File: config.mk
export PLATFORM = sky130hd
export DESIGN_NAME = gate_mains_cycle_supervisor
export DESIGN_NICKNAME = d
export VERILOG_FILES = /design/src/sv/gmcs_pkg.sv /design/src/sv/gmcs_cfg_regs.sv /design/src/sv/gmcs_update.sv /design/src/sv/gate_mains_cycle_supervisor.sv
export VERILOG_INCLUDE_DIRS = /design/src /design/src/sv
export SDC_FILE = /design/constraint.sdc
export NUM_CORES = 1
export LEC_CHECK = 0
export BUFFER_PORTS_ARGS = -buffer_cell sky130_fd_sc_hd__buf_4
export CAP_MARGIN = 10
export CORE_ASPECT_RATIO = 0.5
export CORE_MARGIN = 5
export CORE_UTILIZATION = 55
export CTS_BUF_LIST = sky130_fd_sc_hd__clkbuf_4 sky130_fd_sc_hd__clkbuf_8
export DETAILED_ROUTE_END_ITERATION = 10
export PLACE_DENSITY = 0.84
export RECOVER_POWER = 100
export SLEW_MARGIN = 5
export SYNTH_ARGS = -nofsm -noshare
export SYNTH_HDL_FRONTEND = slang
export SYNTH_SLANG_ARGS = --single-unit
File: constraint.sdc
create_clock -name aclk -period 5.35 [get_ports aclk]
set_clock_uncertainty 0.15 [all_clocks]
set_input_delay 0.2675 -clock aclk [delete_from_list [all_inputs] [get_ports aclk]]
set_output_delay 0.2675 -clock aclk [all_outputs]
set_load 0.02 [all_outputs]
File: src/sv/gate_mains_cycle_supervisor_assert.svh
// assertion macros used by the gate mains cycle supervisor top level
`ifndef GATE_MAINS_CYCLE_SUPERVISOR_ASSERT_SVH
`define GATE_MAINS_CYCLE_SUPERVISOR_ASSERT_SVH

// condition implies consequence in the same cycle, sampled on aclk
`define GMCS_ASSERT_SAME(label, cond, cons) \
    label: assert property (@(posedge aclk) disable iff (!aresetn) (cond) |-> (cons)) \
        else $error("gmcs assertion failed");

// condition implies consequence in the next cycle, sampled on aclk
`define GMCS_ASSERT_NEXT(label, cond, cons) \
    label: assert property (@(posedge aclk) disable iff (!aresetn) (cond) |=> (cons)) \
        else $error("gmcs assertion failed");

`endif

File: src/sv/gmcs_pkg.sv
// shared types and constants of the gate mains cycle supervisor
`default_nettype none
package gmcs_pkg;

    localparam int unsigned CfgAddrWidth = 5;

    typedef enum logic [2:0] {
        REG_MORNING_HOUR       = 3'd0,
        REG_MORNING_MINUTE     = 3'd1,
        REG_NIGHT_HOUR         = 3'd2,
        REG_NIGHT_MINUTE       = 3'd3,
        REG_BATTERY_THRESHOLD  = 3'd4,
        REG_BATTERY_HYSTERESIS = 3'd5,
        REG_FORCE_CYCLE_LIMIT  = 3'd6
    } reg_index_t;

    localparam logic [4:0]  MORNING_HOUR_RST       = 5'd7;
    localparam logic [5:0]  MORNING_MINUTE_RST     = 6'd0;
    localparam logic [4:0]  NIGHT_HOUR_RST         = 5'd20;
    localparam logic [5:0]  NIGHT_MINUTE_RST       = 6'd0;
    localparam logic [11:0] BATTERY_THRESHOLD_RST  = 12'd2048;
    localparam logic [11:0] BATTERY_HYSTERESIS_RST = 12'd100;
    localparam logic [15:0] FORCE_CYCLE_LIMIT_RST  = 16'd10;

    localparam logic [15:0] UNPOWERED_MAX = 16'hFFFF;

    typedef struct packed {
        logic [4:0]  morning_hour;
        logic [5:0]  morning_minute;
        logic [4:0]  night_hour;
        logic [5:0]  night_minute;
        logic [11:0] battery_threshold;
        logic [11:0] battery_hysteresis;
        logic [15:0] force_cycle_limit;
    } cfg_t;

    typedef struct packed {
        logic [4:0]  day_of_month;
        logic [4:0]  hour_now;
        logic [5:0]  minute_now;
        logic        cycle_active;
        logic        mains_present;
        logic [11:0] battery_level;
    } sample_t;

    typedef struct packed {
        logic        force_open;
        logic        open_pulse;
        logic        outage_started;
        logic        force_started;
        logic        day_cycle_counted;
        logic        night_cycle_counted;
        logic [15:0] today_day_cycles;
        logic [15:0] today_night_cycles;
        logic [31:0] total_day_cycles;
        logic [31:0] total_night_cycles;
        logic [31:0] outage_total;
    } result_t;

endpackage
`default_nettype wire

File: src/sv/gmcs_cfg_regs.sv
// apb configuration registers of the gate mains cycle supervisor
`default_nettype none
module gmcs_cfg_regs
    import gmcs_pkg::*;
(
    input  wire logic                    aclk,
    input  wire logic                    aresetn,
    input  wire logic                    psel,
    input  wire logic                    penable,
    input  wire logic                    pwrite,
    input  wire logic [CfgAddrWidth-1:0] paddr,
    input  wire logic [31:0]             pwdata,
    output logic      [31:0]             prdata,
    output logic                         pready,
    output cfg_t                         cfg
);

    cfg_t       cfg_reg;
    reg_index_t index;
    logic       wr_en;

    assign pready = 1'b1;
    assign index  = reg_index_t'(paddr[CfgAddrWidth-1:2]);
    assign wr_en  = psel && penable && pwrite && pready;
    assign cfg    = cfg_reg;

    always_ff @(posedge aclk) begin
        if (!aresetn) begin
            cfg_reg.morning_hour       <= MORNING_HOUR_RST;
            cfg_reg.morning_minute     <= MORNING_MINUTE_RST;
            cfg_reg.night_hour         <= NIGHT_HOUR_RST;
            cfg_reg.night_minute       <= NIGHT_MINUTE_RST;
            cfg_reg.battery_threshold  <= BATTERY_THRESHOLD_RST;
            cfg_reg.battery_hysteresis <= BATTERY_HYSTERESIS_RST;
            cfg_reg.force_cycle_limit  <= FORCE_CYCLE_LIMIT_RST;
        end else if (wr_en) begin
            unique case (index)
                REG_MORNING_HOUR:       cfg_reg.morning_hour       <= pwdata[4:0];
                REG_MORNING_MINUTE:     cfg_reg.morning_minute     <= pwdata[5:0];
                REG_NIGHT_HOUR:         cfg_reg.night_hour         <= pwdata[4:0];
                REG_NIGHT_MINUTE:       cfg_reg.night_minute       <= pwdata[5:0];
                REG_BATTERY_THRESHOLD:  cfg_reg.battery_threshold  <= pwdata[11:0];
                REG_BATTERY_HYSTERESIS: cfg_reg.battery_hysteresis <= pwdata[11:0];
                REG_FORCE_CYCLE_LIMIT:  cfg_reg.force_cycle_limit  <= pwdata[15:0];
                default: ;
            endcase
        end
    end

    always_comb begin
        unique case (index)
            REG_MORNING_HOUR:       prdata = {27'd0, cfg_reg.morning_hour};
            REG_MORNING_MINUTE:     prdata = {26'd0, cfg_reg.morning_minute};
            REG_NIGHT_HOUR:         prdata = {27'd0, cfg_reg.night_hour};
            REG_NIGHT_MINUTE:       prdata = {26'd0, cfg_reg.night_minute};
            REG_BATTERY_THRESHOLD:  prdata = {20'd0, cfg_reg.battery_threshold};
            REG_BATTERY_HYSTERESIS: prdata = {20'd0, cfg_reg.battery_hysteresis};
            REG_FORCE_CYCLE_LIMIT:  prdata = {16'd0, cfg_reg.force_cycle_limit};
            default:                prdata = 32'd0;
        endcase
    end

endmodule
`default_nettype wire

File: src/sv/gmcs_update.sv
// supervisor state registers and per-sample update logic
`default_nettype none
module gmcs_update
    import gmcs_pkg::*;
(
    input  wire logic    aclk,
    input  wire logic    aresetn,
    input  wire logic    step,
    input  wire cfg_t    cfg,
    input  wire sample_t sample,
    output result_t      result
);

    logic [4:0]  last_day_reg,      last_day_next;
    logic        cycle_armed_reg,   cycle_armed_next;
    logic        mains_armed_reg,   mains_armed_next;
    logic        force_noted_reg,   force_noted_next;
    logic        force_flag_reg,    force_flag_next;
    logic [15:0] day_today_reg,     day_today_next;
    logic [15:0] night_today_reg,   night_today_next;
    logic [31:0] day_total_reg,     day_total_next;
    logic [31:0] night_total_reg,   night_total_next;
    logic [31:0] outage_reg,        outage_next;
    logic [15:0] unpowered_reg,     unpowered_next;

    logic        day_change;
    logic        count_cycle;
    logic        after_morning;
    logic        before_night;
    logic        daytime;
    logic [15:0] day_today_base;
    logic [15:0] night_today_base;
    logic [15:0] unpowered_mid;
    logic        mains_loss;
    logic        mains_out;
    logic        mains_back;
    logic [12:0] release_level;

    always_comb begin
        day_change       = sample.day_of_month != last_day_reg;
        last_day_next    = sample.day_of_month;
        day_today_base   = day_change ? 16'd0 : day_today_reg;
        night_today_base = day_change ? 16'd0 : night_today_reg;

        after_morning = (sample.hour_now > cfg.morning_hour) ||
                        (sample.hour_now == cfg.morning_hour &&
                         sample.minute_now >= cfg.morning_minute);
        before_night  = (sample.hour_now < cfg.night_hour) ||
                        (sample.hour_now == cfg.night_hour &&
                         sample.minute_now < cfg.night_minute);
        daytime       = after_morning && before_night;

        // rising edge of the cycle flag counts once, re-armed when it drops
        count_cycle      = sample.cycle_active && cycle_armed_reg;
        cycle_armed_next = !sample.cycle_active;

        day_today_next   = day_today_base;
        night_today_next = night_today_base;
        day_total_next   = day_total_reg;
        night_total_next = night_total_reg;
        unpowered_mid    = unpowered_reg;
        if (count_cycle) begin
            if (daytime) begin
                day_today_next = day_today_base + 16'd1;
                day_total_next = day_total_reg + 32'd1;
            end else begin
                night_today_next = night_today_base + 16'd1;
                night_total_next = night_total_reg + 32'd1;
            end
            if (!sample.mains_present && unpowered_reg != UNPOWERED_MAX) begin
                unpowered_mid = unpowered_reg + 16'd1;
            end
        end

        mains_loss    = !sample.mains_present && mains_armed_reg;
        mains_out     = !sample.mains_present && !mains_armed_reg;
        mains_back    = sample.mains_present && !mains_armed_reg;
        release_level = {1'b0, cfg.battery_threshold} + {1'b0, cfg.battery_hysteresis};

        mains_armed_next = mains_armed_reg;
        outage_next      = outage_reg;
        force_flag_next  = force_flag_reg;
        unpowered_next   = unpowered_mid;
        if (mains_loss) begin
            mains_armed_next = 1'b0;
            outage_next      = outage_reg + 32'd1;
        end else if (mains_out) begin
            if (sample.battery_level < cfg.battery_threshold ||
                unpowered_mid >= cfg.force_cycle_limit) begin
                force_flag_next = 1'b1;
            end else if ({1'b0, sample.battery_level} > release_level) begin
                force_flag_next = 1'b0;
            end
        end else if (mains_back) begin
            unpowered_next   = 16'd0;
            force_flag_next  = 1'b0;
            mains_armed_next = 1'b1;
        end

        force_noted_next = force_flag_next;

        result.force_open          = force_flag_next;
        result.open_pulse          = mains_back;
        result.outage_started      = mains_loss;
        result.force_started       = force_flag_next && !force_noted_reg;
        result.day_cycle_counted   = count_cycle && daytime;
        result.night_cycle_counted = count_cycle && !daytime;
        result.today_day_cycles    = day_today_next;
        result.today_night_cycles  = night_today_next;
        result.total_day_cycles    = day_total_next;
        result.total_night_cycles  = night_total_next;
        result.outage_total        = outage_next;
    end

    always_ff @(posedge aclk) begin
        if (!aresetn) begin
            last_day_reg    <= 5'd0;
            cycle_armed_reg <= 1'b1;
            mains_armed_reg <= 1'b1;
            force_noted_reg <= 1'b0;
            force_flag_reg  <= 1'b0;
            day_today_reg   <= 16'd0;
            night_today_reg <= 16'd0;
            day_total_reg   <= 32'd0;
            night_total_reg <= 32'd0;
            outage_reg      <= 32'd0;
            unpowered_reg   <= 16'd0;
        end else if (step) begin
            last_day_reg    <= last_day_next;
            cycle_armed_reg <= cycle_armed_next;
            mains_armed_reg <= mains_armed_next;
            force_noted_reg <= force_noted_next;
            force_flag_reg  <= force_flag_next;
            day_today_reg   <= day_today_next;
            night_today_reg <= night_today_next;
            day_total_reg   <= day_total_next;
            night_total_reg <= night_total_next;
            outage_reg      <= outage_next;
            unpowered_reg   <= unpowered_next;
        end
    end

endmodule
`default_nettype wire

File: src/sv/gate_mains_cycle_supervisor.sv
// top level of the gate mains cycle supervisor: input register, update, result register
//
//  channel  | direction | handshake          | contents
//  ---------+-----------+--------------------+-----------------------------------
//  s_       | in        | s_valid / s_ready  | one polled sample (clock, flags, battery)
//  m_       | out       | m_valid / m_ready  | one result per sample
//  apb      | in        | psel/penable/pready| seven configuration registers
//
// result valid once the sample has passed the input register, then the result register
// one sample per cycle is sustained while m_ready stays high; the single update stage
// between the input register and the result register sets that figure
// a stall on m_ready backs up into the input register, then drops s_ready
// aresetn is synchronous, active low; registers with a reset return to their reset
// values at once, no clearing pass
`default_nettype none
module gate_mains_cycle_supervisor
    import gmcs_pkg::*;
(
    input  wire logic                    aclk,
    input  wire logic                    aresetn,
    // apb configuration port
    input  wire logic                    psel,
    input  wire logic                    penable,
    input  wire logic                    pwrite,
    input  wire logic [CfgAddrWidth-1:0] paddr,
    input  wire logic [31:0]             pwdata,
    output logic      [31:0]             prdata,
    output logic                         pready,
    // sample channel
    input  wire logic                    s_valid,
    output logic                         s_ready,
    input  wire logic [4:0]              s_day_of_month,
    input  wire logic [4:0]              s_hour_now,
    input  wire logic [5:0]              s_minute_now,
    input  wire logic                    s_cycle_active,
    input  wire logic                    s_mains_present,
    input  wire logic [11:0]             s_battery_level,
    // result channel
    output logic                         m_valid,
    input  wire logic                    m_ready,
    output logic                         m_force_open,
    output logic                         m_open_pulse,
    output logic                         m_outage_started,
    output logic                         m_force_started,
    output logic                         m_day_cycle_counted,
    output logic                         m_night_cycle_counted,
    output logic      [15:0]             m_today_day_cycles,
    output logic      [15:0]             m_today_night_cycles,
    output logic      [31:0]             m_total_day_cycles,
    output logic      [31:0]             m_total_night_cycles,
    output logic      [31:0]             m_outage_total
);

`include "gate_mains_cycle_supervisor_assert.svh"

    cfg_t    cfg;
    sample_t sample_reg;
    logic    in_valid_reg;
    result_t result;
    result_t result_reg;
    logic    out_valid_reg;
    logic    advance;
    logic    step;

    // result register frees up when empty or being taken this cycle
    assign advance = !out_valid_reg || m_ready;
    // the held sample is applied to the state when it moves into the result register
    assign step    = in_valid_reg && advance;
    // input register can take a new sample when empty or emptying now
    assign s_ready = !in_valid_reg || advance;

    gmcs_cfg_regs u_cfg (
        .aclk    (aclk),
        .aresetn (aresetn),
        .psel    (psel),
        .penable (penable),
        .pwrite  (pwrite),
        .paddr   (paddr),
        .pwdata  (pwdata),
        .prdata  (prdata),
        .pready  (pready),
        .cfg     (cfg)
    );

    gmcs_update u_update (
        .aclk    (aclk),
        .aresetn (aresetn),
        .step    (step),
        .cfg     (cfg),
        .sample  (sample_reg),
        .result  (result)
    );

    // input register: control with reset, payload without
    always_ff @(posedge aclk) begin
        if (!aresetn) begin
            in_valid_reg <= 1'b0;
        end else if (s_ready) begin
            in_valid_reg <= s_valid;
        end
    end

    always_ff @(posedge aclk) begin
        if (s_valid && s_ready) begin
            sample_reg.day_of_month  <= s_day_of_month;
            sample_reg.hour_now      <= s_hour_now;
            sample_reg.minute_now    <= s_minute_now;
            sample_reg.cycle_active  <= s_cycle_active;
            sample_reg.mains_present <= s_mains_present;
            sample_reg.battery_level <= s_battery_level;
        end
    end

    // result register
    always_ff @(posedge aclk) begin
        if (!aresetn) begin
            out_valid_reg <= 1'b0;
        end else if (advance) begin
            out_valid_reg <= in_valid_reg;
        end
    end

    always_ff @(posedge aclk) begin
        if (step) begin
            result_reg <= result;
        end
    end

    assign m_valid               = out_valid_reg;
    assign m_force_open          = result_reg.force_open;
    assign m_open_pulse          = result_reg.open_pulse;
    assign m_outage_started      = result_reg.outage_started;
    assign m_force_started       = result_reg.force_started;
    assign m_day_cycle_counted   = result_reg.day_cycle_counted;
    assign m_night_cycle_counted = result_reg.night_cycle_counted;
    assign m_today_day_cycles    = result_reg.today_day_cycles;
    assign m_today_night_cycles  = result_reg.today_night_cycles;
    assign m_total_day_cycles    = result_reg.total_day_cycles;
    assign m_total_night_cycles  = result_reg.total_night_cycles;
    assign m_outage_total        = result_reg.outage_total;

    // a full pipe with a stalled consumer must refuse new samples
    `GMCS_ASSERT_SAME(a_full_stall_blocks, in_valid_reg && out_valid_reg && !m_ready, !s_ready)
    // an accepted sample always lands in the input register
    `GMCS_ASSERT_NEXT(a_accept_loads, s_valid && s_ready, in_valid_reg)
    // a counted cycle is day or night, never both
    `GMCS_ASSERT_SAME(a_day_night_excl, m_valid, !(m_day_cycle_counted && m_night_cycle_counted))
    // mains return releases the force, and a new force shows as forced open
    `GMCS_ASSERT_SAME(a_force_flags, m_valid,
        !(m_open_pulse && m_force_open) && (!m_force_started || m_force_open))

endmodule
`default_nettype wire

# After elaboration in Yosys (flattened, before gate mapping)
# Index checks and enable logic that the tools add are counted.
# word_totals
input_bits	74
output_inout_bits	169
regBits	380
elab_cells	123
# classes
eq_ne	11
add_sub_neg	7
n_lt_le_gt_ge	7
n_mux	25
reduce_logical	37
# op_table
operator	count
$mux W16	11
$mux W32	5
$pmux W16 S7	1
$add A32 B1 Y32 const B	3
$add A16 B1 Y16 const B	3
$ge A16 B16 Y1	1
$ne A16 B16 Y1 const B	1
$logic_and A1 B1 Y1	15
$reduce_and A2 Y1	7
$add A12 B12 Y13	1
$gt A12 B13 Y1	1
$lt A12 B12 Y1	1
$eq A5 B5 Y1	2
$eq A3 B3 Y1 const B	3
$mux W1	8
$logic_not A1 Y1	7
$eq A3 B2 Y1 const B	2
$ge A6 B6 Y1	1
$lt A6 B6 Y1	1
$gt A5 B5 Y1	1
$logic_or A1 B1 Y1	5
$lt A5 B5 Y1	1
$ne A5 B5 Y1	1
$eq A3 B1 Y1 const B	1
other kinds (4)	4

# Depth between registers and ports, before layout
# logic_depth
word_depth	10
mapped_depth	17
depth_no_buf	17

# Modules after synthesis
# Synthesis repeated with hierarchy kept, for this count alone.
# hier_totals
cells_unflattened	2033
area_unflattened_um2	19757.7
# modules_own_cells
module	cells_per_inst	area_each_um2	seq_area_each_um2	instances
gmcs_update	1530	11659.9	3042.9	1
gate_mains_cycle_supervisor	173	5028.6	4964.8	1
gmcs_cfg_regs	330	3069.2	1241.2	1

# Least setup slack after synthesis
# Ideal clock, no wire load.
# synth_path
path_type	flip-flop to flip-flop
start	register out_valid_reg (netlist: m_valid)
end	register u_update.night_today_reg[9]
arrival_ps	5475
setup_slack_ps	-625
path_buffers	3
setup_ps	350
path_stages_with_launch	8
cell_sequence	dfxtp_1 nor2b_1 nand2b_1 inv_1 clkbuf_1 buf_1 buf_1 o221ai_1
# synth_via
elab_chain_cells	3
# synth_lines
element	line	text
start: declaration	gate_mains_cycle_supervisor.sv:61	logic out_valid_reg;
start signal: assignment	gate_mains_cycle_supervisor.sv:119	out_valid_reg <= in_valid_reg;
$logic_not A1 Y1	gate_mains_cycle_supervisor.sv:66	assign advance = !out_valid_reg || m_ready;
$logic_or A1 B1 Y1	gate_mains_cycle_supervisor.sv:66	
$logic_and A1 B1 Y1	gate_mains_cycle_supervisor.sv:68	assign step = in_valid_reg && advance;
net step	gate_mains_cycle_supervisor.sv:63	logic step;
end signal: assignment	gmcs_update.sv:135	night_today_reg <= night_today_next;
end: declaration	gmcs_update.sv:20	logic [15:0] night_today_reg, night_today_next;
# The timed path passes the listed nets, and every way through them passes these cells.
# A chain may end at the register's enable or synchronous reset.

==> run_results.csv <==
group,metric,value,unit
run_status,status,"complete, but fails checks",
clock_network,clkTransAtPathRegs,0.08,ns
clock_network,h-tree-depth,2,
run,maxCapViolCount,2,
timing,fin_ws,0.699,ns
place,pre_cts_ws,1.32,ns
place,port_buffers,207,
timing,setup_tns,0,ns
global_routing,overflow,0,
logic_synthesis,ys_types,77,
clock_network,cts_resized,0,
detailed_routing,drtPass1Iterations,6,
logic_synthesis,synth_seq_area_share,47.3,%
timing,rsz0062_at_grt,"false",
cells_and_area,largest_reg_flops,62,
critical_path,cp.arrival,4.86,ns
timing,drv_slew,85,
logic_synthesis,synthCells,2048,
timing,finalCriticalPeriod,4.65,ns
detailed_routing,num_vias,15900,
floorplanning,die_x,277,um
timing,setup_violations,0,
logic_synthesis,ys_ff_latch,380,
clock_network,cts_tree,"done",
cells_and_area,area_growth,14.4,%
logic_synthesis,synth.most_common_cell,"dfxtp_1",
floorplanning,die_h,143,um
floorplanning,die_area,39600,um2
floorplanning,std_cell_rows,48,
detailed_routing,vias_per_cell,5.72,
clock_network,cts_sinks,380,
critical_path,cp_num_buf_inv,2,
timing,max-slew-margin-rel,-45.3,%
global_routing,grt_pass1_wl,75.4,mm
cells_and_area,final_core_util,64.3,%
critical_path,crit_family,"simple AND/OR/NAND/NOR gates",
logic_synthesis,synth_common_cells,"dfxtp_1 (216), nand2_1 (213), nor2_1 (191)",
detailed_routing,first_iter_violations,1359,
clock_network,root_buffer,"clkbuf_8",
logic_synthesis,synth_edf_count,164,
logic_synthesis,netlist_area,19600,um2
timing,fmaxAchievable,215,MHz
place,place_hpwl,31.7,mm
critical_path,path_class,"flop to flop",
clock_network,cts_buffer_depth,3,
global_routing,groute.usage.overall,22.7,%
pwr,ir_drop,0.150,mV
critical_path,cp-start-kind,"flop",
run_status,violations,"max-capacitance violations, max-slew violations",
logic_synthesis,synth_top_area_share,25.2,%
global_routing,grt_pass1_vias,15000,
logic_synthesis,synth_area_per_cell,9.55,um2
detailed_routing,ant_nets,0,
pwr,leakage,7.92,nW
logic_synthesis,synth_warnings,0,
detailed_routing,finalWirelength,47.2,mm
logic_synthesis,synth_top_cells_by_area,"edfxtp_1 (25%), dfxtp_1 (22%), xnor2_1 (5.2%), ha_1 (5.2%), nand2_1 (4.1%)",
floorplanning,core_region_area,34800,um2
clock_network,cts_buffers,53,
critical_path,critPathMaxStageDelay,0.89,ns
clock_network,clkLatencyLatePin,0.61,ns
timing,worstMarginPinSlew,2.17,ns
floorplanning,initial_core_util,56.2,%
global_routing,grt_max_degree,102,
detailed_routing,drc,0,
global_routing,antenna_found_initial,1,
critical_path,crit_chain,"inv_1, ha_1, nand4_1, or3b_2, a221oi_1, a211o_1, clkbuf_1, and3_1, nand3_1, xnor2_1",
floorplanning,io_pins,243,
cells_and_area,nNetsFinal,2421,
critical_path,cp_max_fo,22,
critical_path,cp-end-kind,"flop",
cells_and_area,n_fill_cell,2824,
critical_path,slowest_stage,"clkbuf_1",
place,gp_congestion,0.873,
pwr,power_density,268,nW/um2
logic_synthesis,synth-main-ff-cell,"dfxtp_1",
timing,hold_viol,0,
detailed_routing,avgRoutedWirePerCell,17.0,um
cells_and_area,ff_latch_area,9250,um2
logic_synthesis,synth_top_cell_by_area,"edfxtp_1",
logic_synthesis,synthArstFlopShare,0,%
timing,fin_hold_ws,0.103,ns
critical_path,cp.required,5.55,ns
timing,post-route-period-util,86.9,%
cells_and_area,drive_gt1_share,8.05,%
hold_path,hold_path.class,"input pin to flop",
cells_and_area,multiInputGateArea,9530,um2
-- worst paths after layout --
| kind | from | end | slack, ns | depth (start not counted) |
|---|---|---|---|---|
| setup / recovery | u_cfg.cfg[60] | m_total_night_cycles[8] | 0.70 | 10 |
| hold reg to reg | u_update.last_day_reg[2] | u_update.last_day_reg[2] | 0.32 | 2 |
| setup reg to reg | u_cfg.cfg[60] | m_total_night_cycles[8] | 0.70 | 10 |
| hold / removal | aresetn | u_cfg.cfg[57] | 0.10 | 2 |
-- repair_timing --
item                                    CTS  global route
endpoints found under the hold margin    94             0
endpoints found under the setup margin    0             0
buffers inserted                          0             0
hold buffers                             49             0
-- power by group --
part           switching, mW  internal (mW)  total [mW]
clock network           1.12           1.26        2.38
logic                  0.334          0.142       0.476
registers             0.0327           3.10        3.13
total                   1.49           4.50        5.99
-- cells in the final DEF, fill, tap and decap left out, types with 6 or more instances in the layout --
cell type,n
nand4b_1,12
nor4_1,19
edfxtp_1,164
or2_2,7
nand3_1,110
nor3_1,68
and2_0,6
clkinv_1,8
ha_1,81
dlygate4sd3_1,49
nand4_1,54
nand2_1,213
xnor2_1,116
and3_1,26
a21o_1,7
and4_1,11
mux2i_1,68
nor2_1,190
o31ai_1,21
nor2b_1,14
buf_4,28
clkbuf_8,62
inv_1,78
or3_1,27
nand2b_1,23
a31oi_1,26
o211ai_1,28
conb_1,17
dfxtp_1,216
o21ai_0,57
clkbuf_1,159
and2_1,10
a211oi_1,9
a21oi_1,87
xor2_1,77
or4_1,18
clkbuf_4,52
-- routing by layer --
metal | GRT usage, % | share of wire, % | vias to the layer above | wire length [um]
met1 | 29.4 | 42 | 7545 | 20000
met3 | 3.96 | 6.3 | 92 | 2970
li1 | - | - | 7723 | -
met2 | 39.8 | 49 | 563 | 23200
met5 | 0 | 0 | - | 0
met4 | 6.56 | 2.3 | 0 | 1110
-- layout make-up --
class / instances / area share (%)
Antenna cell: 1 / 0.0112
Tap cell: 475 / 2.66
Multi-Input combinational cell: 1481 / 42.6
Timing Repair Buffer: 269 / 6.94
Sequential cell: 380 / 41.4
Clock buffer: 84 / 4.56
Inverter: 80 / 1.37
Clock inverter: 16 / 0.470
-- through the flow --
step                      power [mW]  instance area [um2]  cells
after global placement          3.67                21400   2636
after detailed placement        3.68                21400   2636
final                           5.99                22400   2786
after global routing            6.22                22400   2786
after floorplan                 3.49                19600   2063
after CTS                       6.08                23000   2785
-- kinds of logic after synthesis --
group	share of synthesized area, %
AO/OA/AOI/OAI	9.38
XOR/XNOR	8.65
adder cells (fa/ha/maj)	5.29
buffers and inverters	4.29
flip-flops	47.3
multiplexers	4.00
other	0.0384
AND/OR/NAND/NOR	21.1
Note: power is estimated with default switching activity, not from simulation.
